[config.mk]
export PLATFORM = sky130hd
export DESIGN_NAME = multi_channel_delay_timer_top
export DESIGN_NICKNAME = d
export VERILOG_FILES = /design/src/hdl/mcdt_pkg.sv /design/src/hdl/mcdt_front.sv /design/src/hdl/mcdt_fifo.sv /design/src/hdl/mcdt_exec.sv /design/src/hdl/multi_channel_delay_timer_top.sv
export SDC_FILE = /design/constraint.sdc
export NUM_CORES = 1
export LEC_CHECK = 0
export ABC_AREA = 1
export BUFFER_PORTS_ARGS = -buffer_cell sky130_fd_sc_hd__buf_2
export CAP_MARGIN = 20
export CORE_MARGIN = 2
export CORE_UTILIZATION = 55
export DETAILED_ROUTE_END_ITERATION = 6
export GPL_ROUTABILITY_DRIVEN = 0
export GPL_TIMING_DRIVEN = 0
export PLACE_DENSITY_LB_ADDON = 0.15
export SLEW_MARGIN = 20
export SYNTH_ARGS = -nofsm -noshare
export SYNTH_HDL_FRONTEND = slang
export SYNTH_SLANG_ARGS = --single-unit
[constraint.sdc]
create_clock -name aclk -period 5.2 [get_ports aclk]
set_input_delay 0.52 -clock aclk [delete_from_list [all_inputs] [get_ports aclk]]
set_output_delay 0.52 -clock aclk [all_outputs]
set_load 0.02 [all_outputs]
[src/hdl/mcdt_pkg.sv]
// ============================================================================
// mcdt_pkg
// Shared types and constants for the multi-channel delay timer bank.
// ============================================================================
package mcdt_pkg;

    localparam int NUM_CHANNELS = 8;
    localparam int CH_W         = 3;
    localparam int CH_IDX_W     = (NUM_CHANNELS > 1) ? $clog2(NUM_CHANNELS) : 1;
    localparam int WORD_W       = 32;
    localparam int FIFO_DEPTH   = 2;
    localparam int FIFO_PTR_W   = 1;
    localparam int FIFO_CNT_W   = 2;

    localparam int S_TDATA_W    = 40;
    localparam int M_TDATA_W    = 104;

    typedef enum logic [2:0] {
        OP_TICK          = 3'd0,
        OP_START         = 3'd1,
        OP_STOP          = 3'd2,
        OP_RESTART       = 3'd3,
        OP_SET_DELAY     = 3'd4,
        OP_QUERY         = 3'd5,
        OP_QUERY_RESTART = 3'd6
    } op_t;

    typedef struct packed {
        op_t                op;
        logic [CH_W-1:0]    channel;
        logic               in_range;
        logic [WORD_W-1:0]  delay_ticks;
    } cmd_t;

    typedef struct packed {
        logic [WORD_W-1:0]  counter_now;
        logic               channel_enabled;
        logic [WORD_W-1:0]  delay_setting;
        logic [WORD_W-1:0]  ticks_remaining;
        logic               expired_if_enabled;
        logic               expired;
    } res_t;

endpackage

[src/hdl/mcdt_front.sv]
// ============================================================================
// mcdt_front
// Accepts command words, decodes the operation and checks the channel range.
// ============================================================================
module mcdt_front (
    input  logic [2:0]                   op_raw,
    input  logic [mcdt_pkg::CH_W-1:0]    channel,
    input  logic [mcdt_pkg::WORD_W-1:0]  delay_ticks,
    output mcdt_pkg::cmd_t               cmd
);
    import mcdt_pkg::*;

    always_comb begin
        cmd.channel     = channel;
        cmd.delay_ticks = delay_ticks;
        cmd.in_range    = (32'(channel) < NUM_CHANNELS);
        case (op_raw)
            OP_TICK:          cmd.op = OP_TICK;
            OP_START:         cmd.op = OP_START;
            OP_STOP:          cmd.op = OP_STOP;
            OP_RESTART:       cmd.op = OP_RESTART;
            OP_SET_DELAY:     cmd.op = OP_SET_DELAY;
            OP_QUERY:         cmd.op = OP_QUERY;
            OP_QUERY_RESTART: cmd.op = OP_QUERY_RESTART;
            default:          cmd.op = OP_QUERY;
        endcase
    end

endmodule

[src/hdl/mcdt_fifo.sv]
// ============================================================================
// mcdt_fifo
// Short command queue between the decode front and the execution back end.
// ============================================================================
module mcdt_fifo (
    input  logic            aclk,
    input  logic            aresetn,
    input  logic            push,
    input  mcdt_pkg::cmd_t  push_cmd,
    output logic            full,
    input  logic            pop,
    output logic            not_empty,
    output mcdt_pkg::cmd_t  head_cmd
);
    import mcdt_pkg::*;

    cmd_t                   mem_reg [FIFO_DEPTH];
    logic [FIFO_PTR_W-1:0]  wr_ptr_reg, wr_ptr_next;
    logic [FIFO_PTR_W-1:0]  rd_ptr_reg, rd_ptr_next;
    logic [FIFO_CNT_W-1:0]  count_reg, count_next;

    assign full      = (count_reg == FIFO_CNT_W'(FIFO_DEPTH));
    assign not_empty = (count_reg != '0);
    assign head_cmd  = mem_reg[rd_ptr_reg];

    always_comb begin
        wr_ptr_next = wr_ptr_reg;
        rd_ptr_next = rd_ptr_reg;
        count_next  = count_reg;
        if (push) begin
            wr_ptr_next = wr_ptr_reg + 1'b1;
        end
        if (pop) begin
            rd_ptr_next = rd_ptr_reg + 1'b1;
        end
        if (push && !pop) begin
            count_next = count_reg + 1'b1;
        end else if (pop && !push) begin
            count_next = count_reg - 1'b1;
        end
    end

    always_ff @(posedge aclk) begin
        if (!aresetn) begin
            wr_ptr_reg <= '0;
            rd_ptr_reg <= '0;
            count_reg  <= '0;
        end else begin
            wr_ptr_reg <= wr_ptr_next;
            rd_ptr_reg <= rd_ptr_next;
            count_reg  <= count_next;
        end
    end

    always_ff @(posedge aclk) begin
        if (push) begin
            mem_reg[wr_ptr_reg] <= push_cmd;
        end
    end

endmodule

[src/hdl/mcdt_exec.sv]
// ============================================================================
// mcdt_exec
// Holds the tick counter and channel state, reports status and applies commands.
// ============================================================================
module mcdt_exec (
    input  logic            aclk,
    input  logic            aresetn,
    input  logic            cmd_valid,
    input  mcdt_pkg::cmd_t  cmd,
    output logic            cmd_pop,
    output logic            res_valid,
    input  logic            res_ready,
    output mcdt_pkg::res_t  res
);
    import mcdt_pkg::*;

    logic [WORD_W-1:0]    counter_reg, counter_next;
    logic [WORD_W-1:0]    stamp_reg  [NUM_CHANNELS];
    logic [WORD_W-1:0]    delay_reg  [NUM_CHANNELS];
    logic                 enable_reg [NUM_CHANNELS];
    logic                 out_valid_reg, out_valid_next;
    res_t                 out_reg, out_next;

    logic [CH_IDX_W-1:0]  idx;
    logic [WORD_W-1:0]    rd_stamp;
    logic [WORD_W-1:0]    rd_delay;
    logic                 rd_enable;
    logic [WORD_W-1:0]    elapsed;
    logic [WORD_W:0]      diff;
    logic                 expired;

    assign idx       = cmd.channel[CH_IDX_W-1:0];
    assign cmd_pop   = cmd_valid && (!out_valid_reg || res_ready);
    assign res_valid = out_valid_reg;
    assign res       = out_reg;

    always_comb begin
        rd_stamp  = cmd.in_range ? stamp_reg[idx]  : '0;
        rd_delay  = cmd.in_range ? delay_reg[idx]  : '0;
        rd_enable = cmd.in_range ? enable_reg[idx] : 1'b0;
        elapsed   = counter_reg - rd_stamp;
        diff      = {1'b0, rd_delay} - {1'b0, elapsed};
        expired   = cmd.in_range && diff[WORD_W];

        out_next.expired            = expired;
        out_next.expired_if_enabled = expired && rd_enable;
        out_next.ticks_remaining    = expired ? '0 : diff[WORD_W-1:0];
        out_next.delay_setting      = rd_delay;
        out_next.channel_enabled    = rd_enable;
        out_next.counter_now        = counter_reg;

        counter_next = counter_reg;
        if (cmd_pop && cmd.op == OP_TICK) begin
            counter_next = counter_reg + 1'b1;
        end

        out_valid_next = out_valid_reg;
        if (cmd_pop) begin
            out_valid_next = 1'b1;
        end else if (res_ready) begin
            out_valid_next = 1'b0;
        end
    end

    always_ff @(posedge aclk) begin
        if (!aresetn) begin
            counter_reg   <= '0;
            out_valid_reg <= 1'b0;
            for (int i = 0; i < NUM_CHANNELS; i++) begin
                stamp_reg[i]  <= '0;
                delay_reg[i]  <= '0;
                enable_reg[i] <= 1'b0;
            end
        end else begin
            counter_reg   <= counter_next;
            out_valid_reg <= out_valid_next;
            if (cmd_pop && cmd.in_range) begin
                case (cmd.op)
                    OP_START: begin
                        stamp_reg[idx]  <= counter_reg;
                        enable_reg[idx] <= 1'b1;
                    end
                    OP_STOP: begin
                        enable_reg[idx] <= 1'b0;
                    end
                    OP_RESTART, OP_QUERY_RESTART: begin
                        stamp_reg[idx] <= counter_reg;
                    end
                    OP_SET_DELAY: begin
                        delay_reg[idx] <= cmd.delay_ticks;
                    end
                    default: begin
                    end
                endcase
            end
        end
    end

    always_ff @(posedge aclk) begin
        if (cmd_pop) begin
            out_reg <= out_next;
        end
    end

endmodule

[src/hdl/multi_channel_delay_timer_top.sv]
// ============================================================================
// multi_channel_delay_timer_top
// Bank of delay channels sharing one 32-bit tick counter that advances on tick commands.
// ============================================================================
// Each command word names an operation and a channel and returns exactly one
// status word, holding the channel's state and the counter as they stood
// before the command. A command enters a two-entry queue in the cycle it is
// accepted and is executed from the head of the queue; the execution
// unit reads and updates the channel registers in the same cycle, so one
// command per cycle is sustained while the result side keeps taking words,
// and each status word is held in a register. The input side keeps
// accepting while the queue has room, even while a result waits to be taken.
module multi_channel_delay_timer_top (
    input  logic                            aclk,
    input  logic                            aresetn,
    input  logic                            s_axis_tvalid,
    output logic                            s_axis_tready,
    // op [2:0], channel [5:3], delay_ticks [37:6], zero fill [39:38]
    input  logic [mcdt_pkg::S_TDATA_W-1:0]  s_axis_tdata,
    output logic                            m_axis_tvalid,
    input  logic                            m_axis_tready,
    // expired [0], expired_if_enabled [1], ticks_remaining [33:2],
    // delay_setting [65:34], channel_enabled [66], counter_now [98:67],
    // zero fill [103:99]
    output logic [mcdt_pkg::M_TDATA_W-1:0]  m_axis_tdata
);
    import mcdt_pkg::*;

    cmd_t  front_cmd;
    cmd_t  head_cmd;
    res_t  res;
    logic  fifo_full;
    logic  fifo_not_empty;
    logic  cmd_pop;
    logic  push;

    assign s_axis_tready = !fifo_full;
    assign push          = s_axis_tvalid && !fifo_full;

    mcdt_front u_front (
        .op_raw      (s_axis_tdata[2:0]),
        .channel     (s_axis_tdata[5:3]),
        .delay_ticks (s_axis_tdata[37:6]),
        .cmd         (front_cmd)
    );

    mcdt_fifo u_fifo (
        .aclk      (aclk),
        .aresetn   (aresetn),
        .push      (push),
        .push_cmd  (front_cmd),
        .full      (fifo_full),
        .pop       (cmd_pop),
        .not_empty (fifo_not_empty),
        .head_cmd  (head_cmd)
    );

    mcdt_exec u_exec (
        .aclk      (aclk),
        .aresetn   (aresetn),
        .cmd_valid (fifo_not_empty),
        .cmd       (head_cmd),
        .cmd_pop   (cmd_pop),
        .res_valid (m_axis_tvalid),
        .res_ready (m_axis_tready),
        .res       (res)
    );

    assign m_axis_tdata = {5'b0, res.counter_now, res.channel_enabled, res.delay_setting,
                           res.ticks_remaining, res.expired_if_enabled, res.expired};

endmodule

==> PnR_summary.wiki <==
{| class="wikitable"
! Metric !! Value
|-
| Top library cells by usage in the layout, fill and taps aside || sky130_fd_sc_hd__nor2_1, sky130_fd_sc_hd__edfxtp_1, sky130_fd_sc_hd__nand2_1
|-
| Combinational family with the most area after synthesis || simple AND/OR/NAND/NOR gates
|-
| Startpoint kind of the worst setup timing path || flop
|-
| Cell depth of the worst setup path || 30
|-
| TritonCTS clock tree || done
|-
| Measured slew at the worst slew-check pin || 1172 ps
|-
| Final critical-path share of the clock period || approximately 99%
|-
| Slowest CP cell || sky130_fd_sc_hd__ha_1
|-
| Warnings, synthesis || 0
|-
| Latest clock arrival within the worst-skew pair || approximately 640 ps
|-
| Clock buffers created by TritonCTS || between 70 and 80
|-
| Critical path peak fanout || 10
|-
| CTS Sinks || around 730
|-
| EDFF count, synth || between 600 and 700
|-
| Count of final hold-check violations || 0
|-
| Worst reg-to-reg setup slack || between 60 and 70 ps
|-
| Non-Filler Instances || between 4000 and 5000
|-
| Starting Density || between 50% and 60%
|-
| Leakage dissipation || ~16 nW
|-
| Post-route DRC || 0
|-
| Number of instances in the synthesized netlist || roughly 3300
|-
| Predominant post-synthesis flop cell || sky130_fd_sc_hd__edfxtp_1
|-
| Setup crit end kind || flop
|-
| Antenna violations before repair || 1
|-
| Simple logic cell fraction of the synthesized area || a little under a fifth
|-
| Detailed placer's ending HPWL || roughly 73000 um
|-
| Critical Setup Path Class || flop to flop
|-
| Non-Filler Cell Area, Final || 39910 um^2
|-
| Sequential cell area fraction in the yosys report || a little under two thirds
|-
| Cell type contributing the most total cell area after synthesis || sky130_fd_sc_hd__edfxtp_1
|-
| # diodes || 0
|-
| Total chip power || approximately 22 mW
|-
| Critical path buffers and inverters || 10
|-
| Critical Path Max Stage Delay || about 420 ps
|-
| Complex-gate fraction of the synthesized area || ~7.4%
|-
| Quantity of hold-fixing buffers added after cts || 0
|-
| Worst-case headroom to the max-slew limit || between 10% and 20%
|-
| Area of the core || 60580 um^2
|-
| Share of cells above drive strength 1 || around 15%
|-
| Horiz. Die Dim || between 200 and 300 um
|-
| Total GRT Usage || roughly 34%
|-
| Top-area cell type share of the netlist area || approximately 61%
|-
| Worst Reg-to-Reg Cells || 30
|-
| DR iter-0 viols || approximately 4200
|-
| Die Outline Area || 63600 um^2
|-
| Count of cells along the worst hold path || 1
|-
| Period minus WS final || between 5000 and 6000 ps
|-
| DRT Pass-1 Iters || 6
|-
| Post-synthesis share of cell area spent on xor and xnor gates || less than 1%
|-
| Distinct cell type count of the synthesized netlist || 43
|-
| Clock skew || 16.10 ps
|-
| Commonest non-fill, non-tap cell in the layout || sky130_fd_sc_hd__nor2_1
|-
| Post-synthesis register bit count || roughly 730
|-
| Maximum clock frequency || 0.1948 GHz
|-
| Count of nets after finishing || 3677
|-
| Slew Limit Fails || 0
|-
| Average cell area after synthesis || 10.30 um^2
|-
| Global-route wire length before repair || 155900 um
|-
| Worst vdd rail ir drop || roughly 0.00035 V
|-
| Worst EP required || roughly 5700 ps
|-
| Vias per std cell || roughly 6
|-
| Pwr/cell area || 549.0 nW/um^2
|-
| Total via count in the routed design || roughly 27000
|-
| Largest cells by area after synthesis || sky130_fd_sc_hd__edfxtp_1, sky130_fd_sc_hd__nor2_1, sky130_fd_sc_hd__nand2_1
|-
| Row cnt || 90
|-
| Worst hold slack after final layout || 64.13 ps
|-
| Worst min-delay path startpoint || s_axis_tdata[17]
|-
| Async S/R FF share, synth || 0%
|-
| Mux share of post-synthesis cell area || 0.9454%
|-
| Cell repeated most along the worst path || sky130_fd_sc_hd__nand2_1
|-
| Y dimension of the die || between 200 and 300 um
|-
| Routed wirelength normalized by instance count || roughly 25 um
|-
| Maximum number of buffers from clock root to sink || 3
|-
| Remaining number of nets flagged by the antenna check after routing || 0
|-
| Area of the mapped netlist || 33880 um^2
|-
| # fillers || approximately 4600
|-
| Worst path arrival time || 5610 ps
|-
| Layout overhead on the synthesized area || 17.80%
|-
| Number of buffers added on ports || between 100 and 150
|-
| Master cell of the clock root buffer || sky130_fd_sc_hd__clkbuf_16
|-
| Post-Place Cell Area || ~36000 um^2
|-
| Via count of the first global-routing pass || 25110
|-
| Run status || completed
|-
| Final total negative setup slack || 0 ps
|-
| Placed cell count || 4237
|-
| Boundary pin count || 150
|-
| Wirelength, routed || roughly 110000 um
|-
| Number of H-tree levels || 3
|-
| Final number of setup-violating endpoints || 0
|-
| Max_cap viols || 0
|-
| Pin count of the biggest net entering global routing || between 90 and 100
|-
| Leftover overflow at the end of global routing || 0
|-
| Category of cells accounting for the largest share of critical-path delay || simple AND/OR/NAND/NOR gates
|-
| Adder-cell share of the synthesized area || about 2.5%
|-
| Type of the tightest min-delay check || primary input to flop
|-
| Clock transition time at the flip-flop clock pins of the worst setup and hold paths || roughly 60 ps
|}
## metal layers
layer,global-route usage [%],share of wire [%]
met5,0,0.038
met4,15.76,4.9
met3,9.145,15
met2,50.74,44
met1,45.70,36
## power breakdown
part | total, mW | internal [mW] | switching, mW
sequential | 7.58 | 7.38 | 0.198
clock | 5.41 | 3.09 | 2.33
combinational | 8.92 | 2.76 | 6.16
## cell usage after synthesis, types with 8 or more instances
cell type,instances
sky130_fd_sc_hd__xnor2_1,18
sky130_fd_sc_hd__a21oi_1,157
sky130_fd_sc_hd__buf_6,26
sky130_fd_sc_hd__buf_2,60
sky130_fd_sc_hd__o22ai_1,12
sky130_fd_sc_hd__xor2_1,17
sky130_fd_sc_hd__and2_0,10
sky130_fd_sc_hd__clkbuf_1,36
sky130_fd_sc_hd__o21a_1,11
sky130_fd_sc_hd__nand4_1,73
sky130_fd_sc_hd__dfxtp_1,46
sky130_fd_sc_hd__clkinv_1,20
sky130_fd_sc_hd__a22oi_1,164
sky130_fd_sc_hd__edfxtp_1,687
sky130_fd_sc_hd__buf_4,12
sky130_fd_sc_hd__nand3_1,67
sky130_fd_sc_hd__inv_2,8
sky130_fd_sc_hd__mux2i_1,32
sky130_fd_sc_hd__ha_1,65
sky130_fd_sc_hd__nor2_1,714
sky130_fd_sc_hd__nand2_1,646
sky130_fd_sc_hd__inv_1,295
sky130_fd_sc_hd__nor3_1,30
sky130_fd_sc_hd__o21ai_0,37
sky130_fd_sc_hd__o21bai_1,10
sky130_fd_sc_hd__nand3b_1,10
## cell families (layout without fill, tap and decap cells)
kind of cell	count (synthesis)	after routing
other	1	5
AO/OA/AOI/OAI	400	400
XOR/XNOR	35	35
flip-flops	733	733
AND/OR/NAND/NOR	1563	1563
buffers and inverters	459	790
multiplexers	32	32
adder cells (fa/ha/maj)	67	67
## stage by stage
step | utilization [%] | setup WS, ps
global placement | 58.73 | -2209
CTS | 64.79 | 2.799
finish | 65.88 | 66.99
detailed placement | 59.61 | -2019
floorplan | - | 12.87
global route | 65.88 | -82.15
## what timing repair did
item                       4_1_cts  5_1_grt
setup buffers                   12       22
setup endpoints to repair       34       34
resized for setup              139      131
pin swaps                       12       20
## worst reg2reg max path, delay by kind of cell (launching register included)
kind	cells	cell delay, ps
AO/OA/AOI/OAI	2	240
buffers and inverters	10	1410
adder cells (fa/ha/maj)	2	760
flip-flops	1	310
AND/OR/NAND/NOR	16	2230
## cell type report
type	count	area, um^2	area share (%)
Timing Repair Buffer	195	1463	3.665
Clock buffer	96	1987	4.978
Multi-Input combinational cell	2102	11070	27.74
Tap cell	782	978.4	2.452
Sequential cell	733	21550	54.00
Buffer	136	1171	2.934
Clock inverter	40	441.7	1.107
Inverter	323	1247	3.126
## path summary, 6_finish.rpt
path	endpoint
max	u_exec.res[32]
min	u_fifo.mem_reg[0][11]
max reg2reg	u_exec.res[32]
min reg2reg	u_fifo.rd_ptr_reg
Power figures use the tool's default switching activity.
